File: config.mk
export PLATFORM = sky130hd
export DESIGN_NAME = nfc_response_frame_parser_flat
export DESIGN_NICKNAME = d
export VERILOG_FILES = /design/src/rtl/core/nfc_rfp_pkg.sv /design/src/rtl/core/nfc_rfp_if.sv /design/src/rtl/core/nfc_rfp_cfg_regs.sv /design/src/rtl/core/nfc_rfp_parser.sv /design/src/rtl/core/nfc_response_frame_parser.sv /design/src/flat_wrapper.sv
export VERILOG_INCLUDE_DIRS = /design/src /design/src/rtl/core
export SDC_FILE = /design/constraint.sdc
export NUM_CORES = 1
export LEC_CHECK = 0
export BUFFER_PORTS_ARGS = -buffer_cell sky130_fd_sc_hd__buf_2
export CAP_MARGIN = 20
export CORE_MARGIN = 2
export CORE_UTILIZATION = 40
export CTS_CLUSTER_SIZE = 10
export DETAILED_ROUTE_END_ITERATION = 10
export MAX_ROUTING_LAYER = met4
export SLEW_MARGIN = 30
export SYNTH_ARGS = -nofsm -noshare
export SYNTH_HDL_FRONTEND = slang
export SYNTH_SLANG_ARGS = --single-unit
export TNS_END_PERCENT = 20
File: constraint.sdc
create_clock -name i_clk -period 8.7 [get_ports i_clk]
set_input_delay 1.74 -clock i_clk [delete_from_list [all_inputs] [get_ports i_clk]]
set_output_delay 1.74 -clock i_clk [all_outputs]
set_load 0.03 [all_outputs]
File: src/rtl/core/nfc_response_frame_parser_defines.svh
// ---------------------------------------------------------------------------
// NFC response frame parser assertion macros
// Shared concurrent assertion forms for the response frame parser.
// ---------------------------------------------------------------------------
`ifndef NFC_RESPONSE_FRAME_PARSER_DEFINES_SVH
`define NFC_RESPONSE_FRAME_PARSER_DEFINES_SVH

// Same-cycle implication, disabled while reset is asserted.
`define NFC_RFP_ASSERT_NOW(label, clk, rst_n, ante, cons, msg) \
    label: assert property (@(posedge clk) disable iff (!(rst_n)) (ante) |-> (cons)) \
        else $error(msg);

// Next-cycle implication, disabled while reset is asserted.
`define NFC_RFP_ASSERT_NEXT(label, clk, rst_n, ante, cons, msg) \
    label: assert property (@(posedge clk) disable iff (!(rst_n)) (ante) |=> (cons)) \
        else $error(msg);

`endif

File: src/rtl/core/nfc_rfp_pkg.sv
// ---------------------------------------------------------------------------
// NFC response frame parser package
// Types, codes and constants shared by the response frame parser modules.
// ---------------------------------------------------------------------------
package nfc_rfp_pkg;

    localparam int unsigned BYTE_W   = 8;
    localparam int unsigned STATUS_W = 2;
    localparam int unsigned REG_IDX_W = 2;

    // Configuration register indexes.
    localparam logic [REG_IDX_W-1:0] REG_SENT_CMD  = 2'd0;
    localparam logic [REG_IDX_W-1:0] REG_CAPACITY  = 2'd1;
    localparam logic [REG_IDX_W-1:0] REG_FRAME_ID  = 2'd2;

    // Configuration reset values.
    localparam logic [BYTE_W-1:0] SENT_CMD_RST = 8'h00;
    localparam logic [BYTE_W-1:0] CAPACITY_RST = 8'hFF;
    localparam logic [BYTE_W-1:0] FRAME_ID_RST = 8'hD5;

    // Start sequence bytes.
    localparam logic [BYTE_W-1:0] PREAMBLE_BYTE  = 8'h00;
    localparam logic [BYTE_W-1:0] START_END_BYTE = 8'hFF;

    // Frame status codes.
    localparam logic [STATUS_W-1:0] ST_BUSY    = 2'd0;
    localparam logic [STATUS_W-1:0] ST_OK      = 2'd1;
    localparam logic [STATUS_W-1:0] ST_INVALID = 2'd2;
    localparam logic [STATUS_W-1:0] ST_NOSPACE = 2'd3;

    typedef enum logic [9:0] {
        PH_IDLE   = 10'b00_0000_0001,
        PH_START2 = 10'b00_0000_0010,
        PH_START3 = 10'b00_0000_0100,
        PH_LEN    = 10'b00_0000_1000,
        PH_LCS    = 10'b00_0001_0000,
        PH_TFI    = 10'b00_0010_0000,
        PH_CMD    = 10'b00_0100_0000,
        PH_DATA   = 10'b00_1000_0000,
        PH_DCS    = 10'b01_0000_0000,
        PH_SKIP   = 10'b10_0000_0000
    } t_phase;

    typedef struct packed {
        logic [BYTE_W-1:0] sent_command_code;
        logic [BYTE_W-1:0] payload_capacity;
        logic [BYTE_W-1:0] response_frame_id;
    } t_cfg;

    typedef struct packed {
        logic                payload_valid;
        logic [BYTE_W-1:0]   payload_byte;
        logic [BYTE_W-1:0]   payload_index;
        logic                frame_done;
        logic [STATUS_W-1:0] frame_status;
        logic [BYTE_W-1:0]   payload_length;
    } t_result;

endpackage

File: src/rtl/core/nfc_rfp_if.sv
// ---------------------------------------------------------------------------
// NFC response frame parser channels
// Valid/ready channels for received bytes, parse results and register writes.
// ---------------------------------------------------------------------------
interface nfc_rfp_in_if;
    logic                           valid;
    logic                           ready;
    logic                           frame_start;
    logic [nfc_rfp_pkg::BYTE_W-1:0] rx_byte;

    modport source (output valid, output frame_start, output rx_byte, input ready);
    modport sink   (input valid, input frame_start, input rx_byte, output ready);
endinterface

interface nfc_rfp_out_if;
    logic                             valid;
    logic                             ready;
    logic                             payload_valid;
    logic [nfc_rfp_pkg::BYTE_W-1:0]   payload_byte;
    logic [nfc_rfp_pkg::BYTE_W-1:0]   payload_index;
    logic                             frame_done;
    logic [nfc_rfp_pkg::STATUS_W-1:0] frame_status;
    logic [nfc_rfp_pkg::BYTE_W-1:0]   payload_length;

    modport source (
        output valid, output payload_valid, output payload_byte, output payload_index,
        output frame_done, output frame_status, output payload_length, input ready
    );
    modport sink (
        input valid, input payload_valid, input payload_byte, input payload_index,
        input frame_done, input frame_status, input payload_length, output ready
    );
endinterface

interface nfc_rfp_cfg_if;
    logic                              valid;
    logic                              ready;
    logic [nfc_rfp_pkg::REG_IDX_W-1:0] index;
    logic [nfc_rfp_pkg::BYTE_W-1:0]    data;

    modport source (output valid, output index, output data, input ready);
    modport sink   (input valid, input index, input data, output ready);
endinterface

File: src/rtl/core/nfc_rfp_cfg_regs.sv
// ---------------------------------------------------------------------------
// NFC response frame parser configuration registers
// Holds the expected command, payload capacity and frame identifier.
// ---------------------------------------------------------------------------
module nfc_rfp_cfg_regs (
    input  logic                i_clk,
    input  logic                i_rst_n,
    nfc_rfp_cfg_if.sink         i_cfg,
    output nfc_rfp_pkg::t_cfg   o_cfg
);

    nfc_rfp_pkg::t_cfg r_cfg;

    assign i_cfg.ready = 1'b1;
    assign o_cfg       = r_cfg;

    always_ff @(posedge i_clk) begin
        if (!i_rst_n) begin
            r_cfg.sent_command_code <= nfc_rfp_pkg::SENT_CMD_RST;
            r_cfg.payload_capacity  <= nfc_rfp_pkg::CAPACITY_RST;
            r_cfg.response_frame_id <= nfc_rfp_pkg::FRAME_ID_RST;
        end else if (i_cfg.valid) begin
            // Writes to an index past the last register are dropped.
            if (i_cfg.index == nfc_rfp_pkg::REG_SENT_CMD) begin
                r_cfg.sent_command_code <= i_cfg.data;
            end
            if (i_cfg.index == nfc_rfp_pkg::REG_CAPACITY) begin
                r_cfg.payload_capacity <= i_cfg.data;
            end
            if (i_cfg.index == nfc_rfp_pkg::REG_FRAME_ID) begin
                r_cfg.response_frame_id <= i_cfg.data;
            end
        end
    end

endmodule

File: src/rtl/core/nfc_rfp_parser.sv
// ---------------------------------------------------------------------------
// NFC response frame parser state machine
// Per-byte frame parsing: header checks, payload streaming, checksum, skip.
// ---------------------------------------------------------------------------
module nfc_rfp_parser (
    input  logic                             i_clk,
    input  logic                             i_rst_n,
    input  logic                             i_advance,
    input  logic                             i_start,
    input  logic [nfc_rfp_pkg::BYTE_W-1:0]   i_byte,
    input  nfc_rfp_pkg::t_cfg                i_cfg,
    output nfc_rfp_pkg::t_result             o_result
);

    nfc_rfp_pkg::t_phase                r_phase, n_phase, w_phase;
    logic [nfc_rfp_pkg::BYTE_W-1:0]     r_hlen, n_hlen;
    logic [nfc_rfp_pkg::BYTE_W-1:0]     r_rem, n_rem;
    logic [nfc_rfp_pkg::BYTE_W-1:0]     r_sum, n_sum;
    logic [nfc_rfp_pkg::STATUS_W-1:0]   r_pend, n_pend;
    logic [nfc_rfp_pkg::BYTE_W-1:0]     w_paylen;
    logic [nfc_rfp_pkg::BYTE_W-1:0]     w_rem_dec;
    logic [nfc_rfp_pkg::BYTE_W-1:0]     w_expect_cmd;
    nfc_rfp_pkg::t_result               w_res;

    assign w_paylen     = r_hlen - 8'd2;
    assign w_expect_cmd = i_cfg.sent_command_code + 8'd1;
    // The skip counter stops at zero.
    assign w_rem_dec    = (r_rem != '0) ? (r_rem - 8'd1) : r_rem;
    // A start flag restarts parsing from the preamble, dropping any open frame.
    assign w_phase      = i_start ? nfc_rfp_pkg::PH_IDLE : r_phase;

    always_comb begin
        n_phase = r_phase;
        n_hlen  = r_hlen;
        n_rem   = r_rem;
        n_sum   = r_sum;
        n_pend  = r_pend;
        w_res   = '0;
        unique case (w_phase)
            nfc_rfp_pkg::PH_IDLE: begin
                if (i_start) begin
                    if (i_byte == nfc_rfp_pkg::PREAMBLE_BYTE) begin
                        n_phase = nfc_rfp_pkg::PH_START2;
                    end else begin
                        w_res.frame_done   = 1'b1;
                        w_res.frame_status = nfc_rfp_pkg::ST_INVALID;
                        n_phase            = nfc_rfp_pkg::PH_IDLE;
                    end
                end
            end
            nfc_rfp_pkg::PH_START2: begin
                if (i_byte == nfc_rfp_pkg::PREAMBLE_BYTE) begin
                    n_phase = nfc_rfp_pkg::PH_START3;
                end else begin
                    w_res.frame_done   = 1'b1;
                    w_res.frame_status = nfc_rfp_pkg::ST_INVALID;
                    n_phase            = nfc_rfp_pkg::PH_IDLE;
                end
            end
            nfc_rfp_pkg::PH_START3: begin
                if (i_byte == nfc_rfp_pkg::START_END_BYTE) begin
                    n_phase = nfc_rfp_pkg::PH_LEN;
                end else begin
                    w_res.frame_done   = 1'b1;
                    w_res.frame_status = nfc_rfp_pkg::ST_INVALID;
                    n_phase            = nfc_rfp_pkg::PH_IDLE;
                end
            end
            nfc_rfp_pkg::PH_LEN: begin
                n_hlen  = i_byte;
                n_phase = nfc_rfp_pkg::PH_LCS;
            end
            nfc_rfp_pkg::PH_LCS: begin
                // A length below two cannot hold the identifier and response code.
                if ((r_hlen + i_byte) != '0 || r_hlen < 8'd2) begin
                    w_res.frame_done   = 1'b1;
                    w_res.frame_status = nfc_rfp_pkg::ST_INVALID;
                    n_phase            = nfc_rfp_pkg::PH_IDLE;
                end else begin
                    n_phase = nfc_rfp_pkg::PH_TFI;
                end
            end
            nfc_rfp_pkg::PH_TFI: begin
                if (i_byte == i_cfg.response_frame_id) begin
                    n_phase = nfc_rfp_pkg::PH_CMD;
                end else begin
                    w_res.frame_done   = 1'b1;
                    w_res.frame_status = nfc_rfp_pkg::ST_INVALID;
                    n_phase            = nfc_rfp_pkg::PH_IDLE;
                end
            end
            nfc_rfp_pkg::PH_CMD: begin
                if (i_byte != w_expect_cmd) begin
                    w_res.frame_done   = 1'b1;
                    w_res.frame_status = nfc_rfp_pkg::ST_INVALID;
                    n_phase            = nfc_rfp_pkg::PH_IDLE;
                end else if (w_paylen > i_cfg.payload_capacity) begin
                    // Skip payload, data checksum and postamble unchecked.
                    n_pend  = nfc_rfp_pkg::ST_NOSPACE;
                    n_rem   = w_paylen + 8'd2;
                    n_phase = nfc_rfp_pkg::PH_SKIP;
                end else begin
                    n_sum   = i_cfg.response_frame_id + i_byte;
                    n_rem   = w_paylen;
                    n_phase = (w_paylen == '0) ? nfc_rfp_pkg::PH_DCS : nfc_rfp_pkg::PH_DATA;
                end
            end
            nfc_rfp_pkg::PH_DATA: begin
                w_res.payload_valid = 1'b1;
                w_res.payload_byte  = i_byte;
                w_res.payload_index = w_paylen - r_rem;
                n_sum               = r_sum + i_byte;
                n_rem               = r_rem - 8'd1;
                if (r_rem == 8'd1) begin
                    n_phase = nfc_rfp_pkg::PH_DCS;
                end
            end
            nfc_rfp_pkg::PH_DCS: begin
                if ((r_sum + i_byte) != '0) begin
                    w_res.frame_done   = 1'b1;
                    w_res.frame_status = nfc_rfp_pkg::ST_INVALID;
                    n_phase            = nfc_rfp_pkg::PH_IDLE;
                end else begin
                    // Only the postamble is left to read.
                    n_pend  = nfc_rfp_pkg::ST_OK;
                    n_rem   = 8'd1;
                    n_phase = nfc_rfp_pkg::PH_SKIP;
                end
            end
            nfc_rfp_pkg::PH_SKIP: begin
                n_rem = w_rem_dec;
                if (w_rem_dec == '0) begin
                    w_res.frame_done = 1'b1;
                    if (r_pend == nfc_rfp_pkg::ST_BUSY) begin
                        w_res.frame_status = nfc_rfp_pkg::ST_INVALID;
                    end else begin
                        w_res.frame_status = r_pend;
                    end
                    if (r_pend == nfc_rfp_pkg::ST_OK) begin
                        w_res.payload_length = w_paylen;
                    end
                    n_phase = nfc_rfp_pkg::PH_IDLE;
                end
            end
            default: begin
                // A corrupted phase code behaves as idle.
                n_phase = nfc_rfp_pkg::PH_IDLE;
            end
        endcase
    end

    assign o_result = w_res;

    always_ff @(posedge i_clk) begin
        if (!i_rst_n) begin
            r_phase <= nfc_rfp_pkg::PH_IDLE;
            r_hlen  <= '0;
            r_rem   <= '0;
            r_sum   <= '0;
            r_pend  <= nfc_rfp_pkg::ST_BUSY;
        end else if (i_advance) begin
            r_phase <= n_phase;
            r_hlen  <= n_hlen;
            r_rem   <= n_rem;
            r_sum   <= n_sum;
            r_pend  <= n_pend;
        end
    end

endmodule

File: src/rtl/core/nfc_response_frame_parser.sv
// ---------------------------------------------------------------------------
// NFC response frame parser
// Parses a controller's normal information frame one received byte per
// request and returns exactly one result per byte. A byte flagged with
// frame_start opens a frame; the parser checks the 00 00 FF start sequence,
// the length against its checksum, the frame identifier and the response code
// (sent command plus one), streams the payload bytes out with their index,
// checks the data checksum and reads the postamble. Frames whose payload is
// larger than payload_capacity are skipped and end with status no space; on
// any error the parser waits for the next frame_start. The block takes one
// byte every clock cycle while the result side does not stall; a byte passes
// through the input register and then the result register, and the frame state
// is updated as its result is registered. Configuration writes are always
// accepted and must only be issued while no byte is in flight.
// ---------------------------------------------------------------------------
`include "nfc_response_frame_parser_defines.svh"

module nfc_response_frame_parser (
    input  logic            i_clk,
    input  logic            i_rst_n,
    nfc_rfp_in_if.sink      i_in,
    nfc_rfp_cfg_if.sink     i_cfg,
    nfc_rfp_out_if.source   o_out
);

    logic                              r_in_valid;
    logic                              r_in_start;
    logic [nfc_rfp_pkg::BYTE_W-1:0]    r_in_byte;
    logic                              r_out_valid;
    nfc_rfp_pkg::t_result              r_res;
    nfc_rfp_pkg::t_result              w_res;
    nfc_rfp_pkg::t_cfg                 w_cfg;
    logic                              w_out_free;
    logic                              w_advance;
    logic                              w_in_take;

    assign w_out_free = !r_out_valid || o_out.ready;
    assign w_advance  = r_in_valid && w_out_free;
    assign i_in.ready = !r_in_valid || w_out_free;
    assign w_in_take  = i_in.valid && i_in.ready;

    nfc_rfp_cfg_regs u_cfg_regs (
        .i_clk   (i_clk),
        .i_rst_n (i_rst_n),
        .i_cfg   (i_cfg),
        .o_cfg   (w_cfg)
    );

    nfc_rfp_parser u_parser (
        .i_clk     (i_clk),
        .i_rst_n   (i_rst_n),
        .i_advance (w_advance),
        .i_start   (r_in_start),
        .i_byte    (r_in_byte),
        .i_cfg     (w_cfg),
        .o_result  (w_res)
    );

    always_ff @(posedge i_clk) begin
        if (!i_rst_n) begin
            r_in_valid <= 1'b0;
        end else begin
            r_in_valid <= w_in_take || (r_in_valid && !w_advance);
        end
    end

    always_ff @(posedge i_clk) begin
        if (w_in_take) begin
            r_in_start <= i_in.frame_start;
            r_in_byte  <= i_in.rx_byte;
        end
    end

    always_ff @(posedge i_clk) begin
        if (!i_rst_n) begin
            r_out_valid <= 1'b0;
        end else if (w_advance) begin
            r_out_valid <= 1'b1;
        end else if (o_out.ready) begin
            r_out_valid <= 1'b0;
        end
    end

    always_ff @(posedge i_clk) begin
        if (w_advance) begin
            r_res <= w_res;
        end
    end

    assign o_out.valid          = r_out_valid;
    assign o_out.payload_valid  = r_res.payload_valid;
    assign o_out.payload_byte   = r_res.payload_byte;
    assign o_out.payload_index  = r_res.payload_index;
    assign o_out.frame_done     = r_res.frame_done;
    assign o_out.frame_status   = r_res.frame_status;
    assign o_out.payload_length = r_res.payload_length;

    // A payload byte never ends a frame.
    `NFC_RFP_ASSERT_NOW(a_payload_not_done, i_clk, i_rst_n, r_out_valid && r_res.payload_valid, !r_res.frame_done, "payload byte reported together with frame end")
    // Status is only reported on the byte that ends a frame.
    `NFC_RFP_ASSERT_NOW(a_status_only_on_done, i_clk, i_rst_n, r_out_valid && !r_res.frame_done, r_res.frame_status == nfc_rfp_pkg::ST_BUSY, "frame status set without frame end")
    // A length is only reported for a successful frame.
    `NFC_RFP_ASSERT_NOW(a_length_only_on_ok, i_clk, i_rst_n, r_out_valid && (r_res.payload_length != '0), r_res.frame_done && (r_res.frame_status == nfc_rfp_pkg::ST_OK), "payload length outside a good frame end")
    // A held input byte is not lost or overwritten while the result side stalls.
    `NFC_RFP_ASSERT_NEXT(a_in_reg_holds, i_clk, i_rst_n, r_in_valid && !w_advance, r_in_valid && $stable(r_in_byte) && $stable(r_in_start), "input register changed while stalled")

endmodule

File: src/flat_wrapper.sv
// flat-port wrapper written by rule: the top's interface ports become plain ports
module nfc_response_frame_parser_flat 
  (i_clk, i_rst_n, i_in_valid, i_in_frame_start, i_in_rx_byte, i_in_ready, i_cfg_valid, i_cfg_index, i_cfg_data, i_cfg_ready, o_out_valid, o_out_payload_valid, o_out_payload_byte, o_out_payload_index, o_out_frame_done, o_out_frame_status, o_out_payload_length, o_out_ready);
  nfc_rfp_in_if i_in_i ();
  nfc_rfp_cfg_if i_cfg_i ();
  nfc_rfp_out_if o_out_i ();
  input  logic i_clk;
  input  logic i_rst_n;
  input wire logic [$bits(i_in_i.valid)-1:0] i_in_valid;
  input wire logic [$bits(i_in_i.frame_start)-1:0] i_in_frame_start;
  input wire logic [$bits(i_in_i.rx_byte)-1:0] i_in_rx_byte;
  output wire logic [$bits(i_in_i.ready)-1:0] i_in_ready;
  input wire logic [$bits(i_cfg_i.valid)-1:0] i_cfg_valid;
  input wire logic [$bits(i_cfg_i.index)-1:0] i_cfg_index;
  input wire logic [$bits(i_cfg_i.data)-1:0] i_cfg_data;
  output wire logic [$bits(i_cfg_i.ready)-1:0] i_cfg_ready;
  output wire logic [$bits(o_out_i.valid)-1:0] o_out_valid;
  output wire logic [$bits(o_out_i.payload_valid)-1:0] o_out_payload_valid;
  output wire logic [$bits(o_out_i.payload_byte)-1:0] o_out_payload_byte;
  output wire logic [$bits(o_out_i.payload_index)-1:0] o_out_payload_index;
  output wire logic [$bits(o_out_i.frame_done)-1:0] o_out_frame_done;
  output wire logic [$bits(o_out_i.frame_status)-1:0] o_out_frame_status;
  output wire logic [$bits(o_out_i.payload_length)-1:0] o_out_payload_length;
  input wire logic [$bits(o_out_i.ready)-1:0] o_out_ready;
  assign i_in_i.valid = i_in_valid;
  assign i_in_i.frame_start = i_in_frame_start;
  assign i_in_i.rx_byte = i_in_rx_byte;
  assign i_in_ready = i_in_i.ready;
  assign i_cfg_i.valid = i_cfg_valid;
  assign i_cfg_i.index = i_cfg_index;
  assign i_cfg_i.data = i_cfg_data;
  assign i_cfg_ready = i_cfg_i.ready;
  assign o_out_valid = o_out_i.valid;
  assign o_out_payload_valid = o_out_i.payload_valid;
  assign o_out_payload_byte = o_out_i.payload_byte;
  assign o_out_payload_index = o_out_i.payload_index;
  assign o_out_frame_done = o_out_i.frame_done;
  assign o_out_frame_status = o_out_i.frame_status;
  assign o_out_payload_length = o_out_i.payload_length;
  assign o_out_i.ready = o_out_ready;
  nfc_response_frame_parser u_core (.i_clk(i_clk), .i_rst_n(i_rst_n), .i_in(i_in_i), .i_cfg(i_cfg_i), .o_out(o_out_i));
endmodule
Word level (Yosys, flattened, before mapping)

Index checks and enable logic that the tools add are counted.

Add/subtract/negate cells: 8
$mul: 0
Div/mod/pow operators: 0
$lt $le $gt $ge: 2
Equality and inequality tests: 24
Shift operators: 0
Multiplexer cells: 40
Bitwise gates (word level): 0
Reductions and logical operators: 31

Operator list:

| operator                                                               | count |
|---|---|
| 10-bit one-hot mux with 10 select lines                                | 1 |
| 10-bit 2-to-1 mux                                                      | 7 |
| 8-bit 2-to-1 mux                                                       | 7 |
| 8-bit one-hot mux with 4 select lines                                  | 1 |
| 8-bit adder                                                            | 3 |
| 8-bit logical NOT                                                      | 3 |
| 3-bit 2-to-1 mux                                                       | 8 |
| 3-bit one-hot mux with 8 select lines                                  | 1 |
| 8-bit nonzero test                                                     | 3 |
| 17-bit 2-to-1 mux                                                      | 1 |
| 8-bit one-hot mux with 2 select lines                                  | 1 |
| 2-bit inequality test, second input constant                           | 6 |
| 4-bit AND reduction                                                    | 3 |
| 11-bit 2-to-1 mux                                                      | 1 |
| 10-bit by 1-bit equality test with 1-bit output, second input constant | 1 |
| 10-bit equality test, second input constant                            | 1 |
| 10-bit by 2-bit equality test with 1-bit output, second input constant | 1 |
| 10-bit by 3-bit equality test with 1-bit output, second input constant | 1 |
| 10-bit by 4-bit equality test with 1-bit output, second input constant | 1 |
| 10-bit by 5-bit equality test with 1-bit output, second input constant | 1 |
| 10-bit by 6-bit equality test with 1-bit output, second input constant | 1 |
| 10-bit by 7-bit equality test with 1-bit output, second input constant | 1 |
| 10-bit by 8-bit equality test with 1-bit output, second input constant | 1 |
| 10-bit by 9-bit equality test with 1-bit output, second input constant | 1 |
| other kinds (30)                                                       | 49 |

Register bits after elaboration: 99
Latch bits: 0
Bits in writable memories: 0
ROM bits: 0
Input bits: 24
Output and inout bits: 31
Logic and storage cells: 123
Memories kept: 0

Longest topological paths before layout

Gate-level depths: netlist (run 1).

Depth after elaboration: 6
Gate-level depth with buffers: 15
Depth with buffers taken out: 14

Hierarchy

From an unflattened synthesis (run 1), not the netlist that was laid out.

Cell total of the unflattened synthesis: 748
Area, all modules: 6667.6 µm²

By module, submodules not included:

| module                    | times used | cells each | area each (µm²) | sequential area each (µm²) |
|---|---|---|---|---|
| nfc_rfp_parser            | 1          | 602        | 4449.3          | 720.7 |
| nfc_response_frame_parser | 1          | 46         | 1214.9          | 1151.1 |
| nfc_rfp_cfg_regs          | 1          | 100        | 1003.5          | 480.5 |

Least setup slack after synthesis (run 1)

No wires, ideal clock.

Path type: input to output
Start point: input port o_out_ready
End point: output port i_in_ready
Arrival: 2143 ps
Required time: 6960 ps
Path slack: 4817 ps
Stages: 2
Path buffers: 0
Cells stage by stage: nor2b_1 nand2_1

Longest elaborated chain between the ends: 2

Ends and longest elaborated chain:

| what             | RTL line                        | RTL |
|---|---|---|
| start, declared  | flat_wrapper.sv:24              | `input wire logic [$bits(o_out_i.ready)-1:0] o_out_ready;` |
| 1-bit logical OR | nfc_response_frame_parser.sv:37 | `assign w_out_free = !r_out_valid \|\| o_out.ready;` |
| 1-bit logical OR | nfc_response_frame_parser.sv:39 | `assign i_in.ready = !r_in_valid \|\| w_out_free;` |
| end, declared    | flat_wrapper.sv:12              | `output wire logic [$bits(i_in_i.ready)-1:0] i_in_ready;` |

Every way passes these cells.

Worst setup path after layout (run 1)

Start point: register u_core.r_in_byte[0] (netlist bit)
End point: register u_core.u_parser.r_rem[6] (netlist bit)

Longest elaborated chain between the ends: 4
Elaborated cells between the ends (all ways): 6
Classes of those cells: add/sub: 1; eq/ne: 3; reduce/logical: 2

Ends and longest elaborated chain:

| what                                   | RTL line                        | RTL |
|---|---|---|
| start, declared                        | nfc_response_frame_parser.sv:28 | `logic [nfc_rfp_pkg::BYTE_W-1:0] r_in_byte;` |
| start signal, assigned                 | nfc_response_frame_parser.sv:70 | `r_in_byte <= i_in.rx_byte;` |
| 8-bit adder                            | nfc_rfp_parser.sv:119           | `if ((r_sum + i_byte) != '0) begin` |
| 8-bit nonzero test                     | nfc_rfp_parser.sv:119           |  |
| 2-bit inequality test (no source line) | n/a                             |  |
| 4-bit AND reduction (no source line) * | n/a                             |  |
| end signal, assigned                   | nfc_rfp_parser.sv:164           | `r_rem <= n_rem;` |
| end, declared                          | nfc_rfp_parser.sv:17            | `logic [nfc_rfp_pkg::BYTE_W-1:0] r_rem, n_rem;` |

Mark *: on every way between the ends. The rest lies on a longest branch, timed or not.
A chain may end at the register's enable or synchronous reset.

==> impl_metrics.py, run 1 <==
metrics = {
    "synthesis": {
        "synthesis.instances": 707,
        "async_reset_ff_frac": 0,
        "synth.cell_area_um2": 6200,
        "yosys.cell_count.top_type": "nor2_1",
        "largest_area_contributor_in_the_synthesized_netlist": "dfxtp_1",
        "synth_top_area_frac": 0.200,
        "synth.net_count": 774,
        "ys_ff_latch": 99,
        "synthXorXnorAreaFrac": 0.0593,
        "syn-mean-instance-area_um2": 8.77,
        "yosys-top-cells-area": "dfxtp_1 20%, edfxtp_1 18%, ha_1 7.9%",
        "synth_adder_area_share": 0.0949,
        "synthSimpleGateAreaFrac": 0.240,
        "fraction_of_the_mapped_netlist_area_in_compound_gates": 0.146,
        "synth.lib_cells_used.distinct": 75,
        "synth_top_family_by_area": "simple AND/OR/NAND/NOR gates",
        "synth.yosys.seq_area_share": 0.379,
        "post_synthesis_mux_area_share": 0.0357,
        "synth_common_cells": "81 x nor2_1, 70 x nand2_1, 62 x dfxtp_1",
        "ys_warn_count": 0,
        "synth-edff-count": 37,
        "postSynth.topFlopCell": "dfxtp_1",
    },
    "timing": {
        "timing.final.max_slew_violations": 0,
        "totalNegativeSetupSlack_ns": 0,
        "clock-skew-final_ns": 0.0113,
        "hold_viol_final": 0,
        "max_slew_margin": 0.458,
        "final_worst_slack_ns": 4.63,
        "finalWorstPathRequiredPeriod_ns": 4.07,
        "finalSetupViolCount": 0,
        "worst_pin_slew_ns": 0.805,
        "max_freq_mhz": 246,
        "hold_slack_ns": 0.477,
        "timing.final.crit_share": 0.468,
        "rsz0062_at_grt": "no",
    },
    "finish": {
        "multi_input_gate_area_um2": 3580,
        "final_layout_size_suffix_gt1_frac": 0.119,
        "finalNetCount": 810,
        "fillCellCount": 1473,
        "finalInstanceArea_um2": 6940,
        "storage_cell_area_um2": 2350,
        "layout-area-overhead-vs-synth_pct": 11.9,
        "antenna-diode-count": 0,
    },
    "worst_setup_path": {
        "ff2ff_path_depth": 10,
        "worst_setup_path_end_kind": "flip-flop",
        "wp_data_arrival_ns": 4.35,
        "cp_slowest_stage_delay_ns": 0.72,
        "cp.required_ns": 8.98,
        "worstPathCellList": "ha_1 > fa_1 > a211oi_1 > o21bai_1 > a21oi_1 > xnor2_1 > o41ai_1 > nand4_1 > or4_1 > o211ai_1",
        "timing.reg2reg.setup_slack_ns": 4.63,
        "timing.critical_path.slowest_stage_cell": "o41ai_1",
        "rr_startpoint": "u_core.r_in_byte[0]$_DFFE_PP_",
        "timing.rr.end": "u_core.u_parser.r_rem[6]$_SDFFE_PN0P_",
        "setup.worst_path.class": "flip-flop to flip-flop",
        "critPathMaxFanout": 11,
        "worstSetupStartpointType": "flip-flop",
    },
    "routing": {
        "post-route-drc-count": 0,
        "finalWirelength_um": 15200,
        "drt_iter0_drc": 355,
        "detail_route.first_pass.iterations": 5,
        "num_vias": 5178,
        "wl_per_cell_um": 16.3,
        "ant_nets_after_route": 0,
        "viasPerCell": 5.53,
    },
    "power_and_ir_drop": {
        "power_frac_seq": 0.465,
        "power_leakage_nw": 2.83,
        "power.share.clock": 0.426,
        "power.internal_w": 0.000820,
        "power_density_nw_per_um2": 157,
        "p_total_w": 0.00109,
        "switching_share": 0.249,
        "power.combinational.fraction": 0.109,
        "power.ir.vdd_worst_uv": 85.0,
        "total_switching_power_w": 0.000272,
    },
    "floorplanning": {
        "i_o_pins": 55,
        "die_height_um": 128,
        "core_area_um2": 15100,
        "initial_standard_cell_utilization_of_the_core": 0.409,
        "rows": 45,
        "total_die_area_um2": 16500,
        "floorplan.die.width_um": 128,
    },
    "placement": {
        "pre_cts_ws_ns": 4.62,
        "io_buffers": 53,
        "routabilityCongestion": 0.899,
        "detailed_place.area_um2": 6590,
        "post-dp-hpwl_um": 11300,
    },
    "cts": {
        "clock_tree.root_cell": "clkbuf_16",
        "tritoncts": "yes",
        "clock_latency_ns": 0.36,
        "clkSlewWorstSetupHoldPaths_ns": 0.07,
        "cts_post_setup_buffers_inserted": 0,
        "ctsHoldBuffers": 0,
        "htreeDepth": 3,
        "max-clock-path-buffers": 2,
        "cts_resized": 0,
        "clock_sinks": 99,
        "cts_inserted_buffers": 9,
    },
    "global_route": {
        "grt.met3_usage": 0.0320,
        "met2_usage": 0.331,
        "grt_antenna_before_repair": 0,
        "global_route.usage.total": 0.197,
        "grt_pass1_vias": 4991,
        "grt_first_pass_wirelength_um": 24900,
        "grt_overflow_total": 0,
        "maximum_number_of_pins_on_one_net_before_global_route_repair": 45,
        "busiest_layer": "met2",
        "gr-usage-met1": 0.247,
    },
    "worst_hold_path": {
        "worst_hold_path.num_cells": 2,
        "whs_endpoint": "u_core.u_cfg_regs.o_cfg[3]$_SDFFE_PN0P_",
        "worst_hold_startpoint": "u_core.u_cfg_regs.o_cfg[3]$_SDFFE_PN0P_",
        "hold_path_class": "flip-flop to flip-flop",
    },
    "run": {
        "drv_cap": 0,
    },
    "outcome": {
        "run_status": "complete, no violations",
    },
}
==> registers in the layout (all words and copies together) (netlist names) <==
name	cells
u_core.o_out.valid	1
u_core.r_in_valid	1
u_core.o_out.payload_index	8
u_core.r_in_byte	8
u_core.u_parser.r_rem	8
u_core.o_out.frame_done	1
u_core.u_parser.r_hlen	8
u_core.o_out.payload_length	8
u_core.o_out.payload_valid	1
u_core.u_parser.r_sum	8
u_core.r_in_start	1
u_core.o_out.frame_status	2
u_core.u_parser.r_pend	2
u_core.o_out.payload_byte	8
u_core.u_parser.r_phase	10
u_core.u_cfg_regs.o_cfg	24
==> kinds of logic after synthesis <==
kind of cell,after synthesis
muxes,22
other,1
DFF,99
adders and majority gates,45
AOI/OAI and AO/OA,140
and+or+nand+nor,291
buffers and inverters,67
xor gates and xnor gates,42
==> metal layers <==
| metal | wire length [um] | vias up | share of wire |
|---|---|---|---|
| li1 | - | 2591 | - |
| met1 | 7140 | 2456 | 0.47 |
| met2 | 7260 | 111 | 0.48 |
| met3 | 598 | 20 | 0.039 |
| met4 | 241 | 0 | 0.016 |
| met5 | 0 | - | 0 |
==> power groups by stage <==
stage	sequential, W	combinational [W]	clock [W]
detailed placement	0.000519	0.000119	0
global route	0.000510	0.000133	0.000491
CTS	0.000508	0.000120	0.000473
floorplan	0.000526	0.0000792	0
global placement	0.000518	0.000117	0
finish	0.000508	0.000119	0.000465
==> per-stage QoR <==
step           instances   util
2_1_floorplan        707      -
3_3_place_gp         920  0.435
3_5_place_dp         920  0.435
4_1_cts              936  0.458
5_1_grt              936  0.458
6_report             936  0.458
==> area by class of cell <==
cell class / instances / area share
Sequential cell: 99 / 0.339
Inverter: 34 / 0.0184
Timing Repair Buffer: 58 / 0.0436
Tap cell: 188 / 0.0339
Multi-Input combinational cell: 541 / 0.516
Clock buffer: 9 / 0.0325
Clock inverter: 7 / 0.0168
==> how the worst max path moves through the flow <==
stage,start,endpoint,cells past startpoint,slack [ns]
2_1_floorplan,o_out_ready,i_in_ready,2,4.82
3_5_place_dp,o_out_ready,u_core.u_parser.r_hlen[2]$_SDFFE_PN0P_,9,4.62
5_1_grt,u_core.r_in_byte[0]$_DFFE_PP_,u_core.u_parser.r_rem[6]$_SDFFE_PN0P_,10,4.29
4_1_cts,u_core.r_in_byte[0]$_DFFE_PP_,u_core.u_parser.r_rem[6]$_SDFFE_PN0P_,10,4.62
6_report,u_core.r_in_byte[0]$_DFFE_PP_,u_core.u_parser.r_rem[6]$_SDFFE_PN0P_,10,4.63
3_3_place_gp,o_out_ready,u_core.u_parser.r_hlen[6]$_SDFFE_PN0P_,9,4.66
==> placed cells by master, fill, tap and decap left out, types with 13 or more instances in the layout <==
master    count
a21o_1       14
mux2i_1      21
ha_1         39
inv_1        32
o21ai_0      23
and2_1       13
edfxtp_1     37
buf_2        53
nand3_1      17
dfxtp_1      62
nand2_1      70
xnor2_1      24
xor2_1       18
o211ai_1     15
nor3_1       22
nor2_1       81
a21oi_1      42
==> critical path, delay by kind of cell, from the launching register on <==
| family | cells | cell delay [ns] |
|---|---|---|
| adders and majority gates | 2 | 0.71 |
| xor gates and xnor gates | 1 | 0.11 |
| and+or+nand+nor | 2 | 1.09 |
| AOI/OAI and AO/OA | 5 | 1.50 |
| DFF | 1 | 0.57 |
Power figures use the tool's default switching activity.
==> run 2: changes to the inputs <==
ABC_AREA = 1   (was default)
clock period = 4.1 ns   (was 8.7 ns; I/O delays follow)
==> run 2 against run 1 <==
  * Sequential power increased by 110%
  * Synthesized area rose by 9.0%
  * Critical path depth rose by 9
  * Setup slack got worse by 3.8 ns
  * Core utilization hardly changed
  * Sequential cell count unchanged
  * Combinational power rose to 2.5 times the previous value
  * Largest cell class unchanged
  * Largest power group unchanged
==> impl_metrics.py, run 2 <==
metrics = {
    "finish": {
        "antenna-diode-count": 0,
        "mostFrequentLayoutCells": "213 x nand2_1, 134 x nor2_1, 115 x inv_1, 63 x nand3_1, 62 x dfxtp_1",
        "final_layout_size_suffix_gt1_frac": 0.130,
        "fillCellCount": 1692,
        "finalCoreUtilization": 0.458,
        "largest_register_ff_count": 24,
        "layout-area-overhead-vs-synth_pct": 11.9,
        "finalNetCount": 1055,
        "final_common_cell": "nand2_1",
        "finalInstanceArea_um2": 7560,
    },
    "timing": {
        "timing.final.max_slew_violations": 0,
        "clock-skew-final_ns": 0.00832,
        "totalNegativeSetupSlack_ns": 0,
        "timing.final.crit_share": 0.789,
        "worst_pin_slew_ns": 0.886,
        "finalWorstPathRequiredPeriod_ns": 3.23,
        "rsz0062_at_grt": "no",
        "finalSetupViolCount": 0,
        "max_freq_mhz": 309,
        "hold_viol_final": 0,
        "max_slew_margin": 0.409,
    },
    "synthesis": {
        "synth.lib_cells_used.distinct": 50,
        "postSynth.topFlopCell": "dfxtp_1",
        "synthesis.instances": 935,
        "synth.net_count": 1002,
        "synth.yosys.seq_area_share": 0.348,
        "syn-mean-instance-area_um2": 7.23,
        "synth_common_cells": "213 x nand2_1, 134 x nor2_1, 115 x inv_1",
        "largest_area_contributor_in_the_synthesized_netlist": "dfxtp_1",
        "async_reset_ff_frac": 0,
        "yosys.cell_count.top_type": "nand2_1",
        "synth_top_area_frac": 0.184,
        "synth-edff-count": 37,
        "ys_ff_latch": 99,
        "synth.cell_area_um2": 6760,
        "yosys-top-cells-area": "dfxtp_1 18%, edfxtp_1 16%, nand2_1 12%",
        "ys_warn_count": 0,
    },
    "worst_hold_path": {
        "worst_hold_startpoint": "u_core.u_parser.r_phase[8]$_SDFFE_PN0P_",
        "hold_path_class": "flip-flop to flip-flop",
        "whs_endpoint": "u_core.u_parser.r_phase[8]$_SDFFE_PN0P_",
        "worst_hold_path.num_cells": 2,
    },
    "cts": {
        "htreeDepth": 3,
        "clkSlewWorstSetupHoldPaths_ns": 0.07,
        "cts_post_setup_buffers_inserted": 0,
        "ctsHoldBuffers": 0,
        "clock_latency_ns": 0.35,
        "cts_inserted_buffers": 9,
        "clock_sinks": 99,
        "max-clock-path-buffers": 2,
        "tritoncts": "yes",
        "clock_tree.root_cell": "clkbuf_16",
        "cts_resized": 0,
    },
    "global_route": {
        "maximum_number_of_pins_on_one_net_before_global_route_repair": 41,
        "busiest_layer": "met2",
        "grt_antenna_before_repair": 0,
        "grt_pass1_vias": 5798,
        "met2_usage": 0.338,
        "grt_overflow_total": 0,
        "global_route.usage.total": 0.208,
        "gr-usage-met1": 0.273,
        "grt.met3_usage": 0.0272,
        "grt_first_pass_wirelength_um": 28900,
    },
    "worst_setup_path": {
        "critPathMaxFanout": 14,
        "setup.worst_path.class": "flip-flop to flip-flop",
        "timing.reg2reg.setup_slack_ns": 0.87,
        "cp.required_ns": 4.38,
        "wp_data_arrival_ns": 3.52,
        "setup.worst_path.start": "u_core.u_parser.r_hlen[1]$_SDFFE_PN0P_",
        "worstSetupStartpointType": "flip-flop",
        "worst_setup_path_end_kind": "flip-flop",
        "rr_startpoint": "u_core.u_parser.r_hlen[1]$_SDFFE_PN0P_",
        "timing.rr.end": "u_core.u_parser.r_sum[3]$_SDFFE_PN0P_",
        "ff2ff_path_depth": 19,
    },
    "placement": {
        "post-dp-hpwl_um": 13400,
        "detailed_place.area_um2": 7240,
        "io_buffers": 53,
        "routabilityCongestion": 0.888,
    },
    "floorplanning": {
        "die_height_um": 134,
        "i_o_pins": 55,
        "total_die_area_um2": 18000,
        "floorplan.die.width_um": 134,
        "rows": 47,
        "core_area_um2": 16500,
        "initial_standard_cell_utilization_of_the_core": 0.409,
    },
    "power_and_ir_drop": {
        "power.ir.vdd_worst_uv": 216,
        "p_total_w": 0.00230,
        "power_density_nw_per_um2": 304,
        "power_leakage_nw": 3.80,
    },
    "routing": {
        "post-route-drc-count": 0,
        "detail_route.first_pass.iterations": 5,
        "drt_iter0_drc": 358,
        "finalWirelength_um": 17500,
        "num_vias": 6081,
        "wl_per_cell_um": 14.4,
        "viasPerCell": 5.01,
        "ant_nets_after_route": 0,
    },
    "outcome": {
        "run_status": "complete, no violations",
    },
    "run": {
        "drv_cap": 0,
    },
}
## run 2: cell type report
| cell class | count | area, um^2 | area share |
|---|---|---|---|
| clock buffers | 13 | 303 | 0.0400 |
| clock inverters | 3 | 21.3 | 0.00281 |
| inverters | 130 | 498 | 0.0658 |
| multi-input cells | 689 | 3800 | 0.503 |
| flip-flops and latches | 99 | 2350 | 0.311 |
| well taps | 220 | 275 | 0.0364 |
| repair buffers | 59 | 310 | 0.0410 |
## run 2: metrics by stage
step	setup slack, ns	hold slack (ns)	std cells
CTS	0.869	0.475	1213
finish	0.867	0.475	1213
detailed placement	0.915	0.463	1197
floorplan	1.46	0.441	935
global route	0.531	0.490	1213
global placement	1.01	0.458	1197
## run 2: power by group
group | internal, W | switching (W) | leakage, nW | total (W)
Clock | 0.000523 | 0.000390 | 0.163 | 0.000913
Sequential | 0.00105 | 0.0000327 | 0.862 | 0.00108
Combinational | 0.0000998 | 0.000202 | 2.77 | 0.000301
## run 2: cells by family (layout without fill, tap and decap cells)
| family | after synthesis | count (layout) | share of synthesized area |
|---|---|---|---|
| flops | 99 | 99 | 0.348 |
| buf+inv | 147 | 205 | 0.0890 |
| xor+xnor | 35 | 35 | 0.0454 |
| simple gates | 490 | 490 | 0.331 |
| other cells | 1 | 1 | 0.000555 |
| fa+ha+maj | 43 | 43 | 0.0840 |
| compound gates | 120 | 120 | 0.102 |
## run 2: layer usage
| layer | vias to the layer above | routed length (um) |
|---|---|---|
| met5 | - | 0 |
| met2 | 123 | 8140 |
| met1 | 2780 | 8440 |
| li1 | 3158 | - |
| met4 | 0 | 268 |
| met3 | 20 | 656 |
## run 2: critical path: stages, from the launching register on
cell     delay [ns]
dfxtp_1        0.38
inv_2          0.25
ha_1           0.23
nand2_1        0.07
nor2_1         0.12
nand3_1        0.09
xor2_1         0.39
inv_1          0.12
ha_1           0.32
nand3_1        0.10
nor2_1         0.04
nor2_1         0.08
nand2_1        0.07
nand2_2        0.21
nand2_2        0.12
nand2_2        0.18
nand2_4        0.09
inv_2          0.11
nor2_1         0.06
nor2_1         0.10
## run 2: how the worst max path moves through the flow
stage                                                        to  slack, ns  cells past startpoint
after floorplan           u_core.u_parser.r_sum[7]$_SDFFE_PN0P_       1.46                     19
after global placement    u_core.u_parser.r_sum[7]$_SDFFE_PN0P_       1.01                     19
after detailed placement  u_core.u_parser.r_sum[2]$_SDFFE_PN0P_       0.91                     19
after CTS                 u_core.u_parser.r_sum[3]$_SDFFE_PN0P_       0.87                     19
after global routing      u_core.u_parser.r_sum[4]$_SDFFE_PN0P_       0.53                     18
final                     u_core.u_parser.r_sum[3]$_SDFFE_PN0P_       0.87                     19
==> run 3: changes to the inputs <==
clock period = 2.6 ns   (was 4.1 ns; I/O delays follow)
==> run 3 against run 2 <==
  * Count of clock-buffer cells in the layout down 2
  * Sequential cell count unchanged
  * Sequential power up 56%
  * Cell area up 4.4%
  * Non-clock buffer count up 40
  * Critical endpoint is now u_core.o_out.frame_status[1]$_DFFE_PP_
  * Largest cell class unchanged
==> impl_metrics.py, run 3 (same netlist as run 2, synthesis figures left out) <==
metrics = {
    "power_and_ir_drop": {
        "power.ir.vdd_worst_uv": 320,
        "power_leakage_nw": 3.98,
        "switching_share": 0.281,
        "power.share.clock": 0.358,
        "total_switching_power_w": 0.000977,
        "power_density_nw_per_um2": 440,
        "power_frac_seq": 0.486,
        "power.combinational.fraction": 0.156,
        "p_total_w": 0.00347,
        "power.internal_w": 0.00250,
    },
    "global_route": {
        "grt_pass1_vias": 5818,
        "grt_overflow_total": 0,
        "grt_antenna_before_repair": 0,
        "global_route.usage.total": 0.210,
        "busiest_layer": "met2",
        "maximum_number_of_pins_on_one_net_before_global_route_repair": 23,
        "grt.met3_usage": 0.0291,
        "met2_usage": 0.344,
        "grt_first_pass_wirelength_um": 29000,
        "gr-usage-met1": 0.275,
    },
    "routing": {
        "wl_per_cell_um": 14.1,
        "viasPerCell": 4.94,
        "num_vias": 6189,
        "ant_nets_after_route": 0,
        "detail_route.first_pass.iterations": 5,
        "drt_iter0_drc": 315,
        "post-route-drc-count": 0,
        "finalWirelength_um": 17700,
    },
    "cts": {
        "cts_inserted_buffers": 9,
        "clock_tree.root_cell": "clkbuf_16",
        "htreeDepth": 3,
        "max-clock-path-buffers": 2,
        "tritoncts": "yes",
        "clock_sinks": 99,
        "clkSlewWorstSetupHoldPaths_ns": 0.07,
        "ctsHoldBuffers": 0,
        "clock_latency_ns": 0.36,
    },
    "timing": {
        "clock-skew-final_ns": 0.0107,
        "worst_pin_slew_ns": 0.514,
        "finalWorstPathRequiredPeriod_ns": 2.47,
        "rsz0062_at_grt": "yes",
        "finalSetupViolCount": 0,
        "timing.final.crit_share": 0.950,
        "max_slew_margin": 0.656,
        "hold_viol_final": 0,
        "final_worst_slack_ns": 0.131,
        "max_freq_mhz": 405,
        "hold_slack_ns": 0.342,
        "timing.final.max_slew_violations": 0,
    },
    "run": {
        "drv_cap": 0,
    },
    "placement": {
        "detailed_place.area_um2": 7490,
        "post-dp-hpwl_um": 13700,
        "pre_cts_ws_ns": -0.0301,
        "io_buffers": 53,
        "dpl.cell_count": 1229,
        "routabilityCongestion": 0.910,
    },
    "worst_setup_path": {
        "worstPathCellList": "buf_4 > buf_4 > ha_1 > a21oi_2 > nand2_1 > xnor2_1 > nand2_1 > nor2_1 > nand4_1 > nand2_1 > nand2_1 > nor2_2 > o211ai_1",
        "timing.critical_path.max_delay_family": "simple AND/OR/NAND/NOR gates",
        "timing.critical_path.slowest_stage_cell": "edfxtp_1",
        "worst_path_most_repeated_cell": "nand2_1",
        "worst_setup_path_end_kind": "flip-flop",
        "cp.buffers_inverters": 2,
        "critPathMaxFanout": 6,
        "worstSetupStartpointType": "flip-flop",
        "setup.worst_path.class": "flip-flop to flip-flop",
        "cp.required_ns": 2.70,
        "cp_slowest_stage_delay_ns": 0.38,
        "wp_data_arrival_ns": 2.57,
    },
    "finish": {
        "antenna-diode-count": 0,
        "finalInstanceArea_um2": 7900,
        "layout-area-overhead-vs-synth_pct": 16.9,
        "final_layout_size_suffix_gt1_frac": 0.181,
        "instances_no_fill": 1253,
        "finalNetCount": 1095,
        "final_common_cell": "nand2_1",
        "mostFrequentLayoutCells": "211 x nand2_1, 131 x nor2_1, 113 x inv_1, 62 x nand3_1, 61 x dfxtp_1",
        "largest_register_ff_count": 24,
        "fillCellCount": 1652,
    },
    "outcome": {
        "run_status": "complete, no violations",
    },
    "floorplanning": {
        "floorplan.die.width_um": 134,
        "die_height_um": 134,
        "rows": 47,
        "i_o_pins": 55,
        "initial_standard_cell_utilization_of_the_core": 0.409,
        "total_die_area_um2": 18000,
        "core_area_um2": 16500,
    },
    "worst_hold_path": {
        "hold_path_class": "input pin to flip-flop",
    },
}
## run 3: cell count changes in the layout (fill, tap and decap cells not counted), moves of 3 or more
cell     before  now
a21oi_1      54   51
ha_1         39   36
nor2_2        2    5
nor2_1      134  131
a21oi_2       1    4
buf_4         6   45
## run 3: stage by stage
stage           util  TNS (ns)
6_report       0.478         0
2_1_floorplan      -         0
4_1_cts        0.471         0
3_3_place_gp   0.453   -0.0766
3_5_place_dp   0.453   -0.0444
5_1_grt        0.478   -0.0147
## run 3: worst reg2reg max path: cells and delay by family, from the launching register on
kind                     cells  cell delay, ns
adder cells (fa/ha/maj)      1            0.37
XOR/XNOR                     1            0.13
AO/OA/AOI/OAI                2            0.30
buffers and inverters        2            0.31
flip-flops                   1            0.38
AND/OR/NAND/NOR              7            0.74
## run 3: layer usage
layer	vias up	routed length, um
li1	3241	-
met1	2808	8450
met2	127	8410
met3	13	623
met4	0	208
met5	-	0
## run 3: final cells by class
cell class | count | area, um^2 | share of cell area
clock buffer | 11 | 233 | 0.0295
clock inverter | 5 | 27.5 | 0.00348
inverter | 130 | 500 | 0.0634
multi-input combinational | 689 | 3900 | 0.493
sequential | 99 | 2350 | 0.298
tap | 220 | 275 | 0.0348
timing repair buffer | 99 | 614 | 0.0778
## run 3: repair_timing
action,CTS,global route
endpoints found under the setup margin,2,24
resized for setup,1,24
pin swaps,0,2
setup buffers,3,5
## run 3: power groups by stage
stage	Clock (W)	Combinational [W]	Sequential, W
2_1_floorplan	0	0.000335	0.00175
3_3_place_gp	0	0.000518	0.00173
3_5_place_dp	0	0.000521	0.00173
4_1_cts	0.00127	0.000528	0.00169
5_1_grt	0.00133	0.000615	0.00169
6_report	0.00124	0.000543	0.00169
## run 3: path summary, 6_finish.rpt
path                                           start                                 endpoint  slack [ns]  cells past startpoint
min reg2reg  u_core.u_parser.r_phase[9]$_SDFFE_PN0P_  u_core.u_parser.r_phase[9]$_SDFFE_PN0P_        0.47                      2
min                                  i_in_rx_byte[4]            u_core.r_in_byte[4]$_DFFE_PP_        0.34                      1
max                    u_core.r_in_byte[3]$_DFFE_PP_   u_core.o_out.frame_status[1]$_DFFE_PP_        0.13                     13
max reg2reg            u_core.r_in_byte[3]$_DFFE_PP_   u_core.o_out.frame_status[1]$_DFFE_PP_        0.13                     13
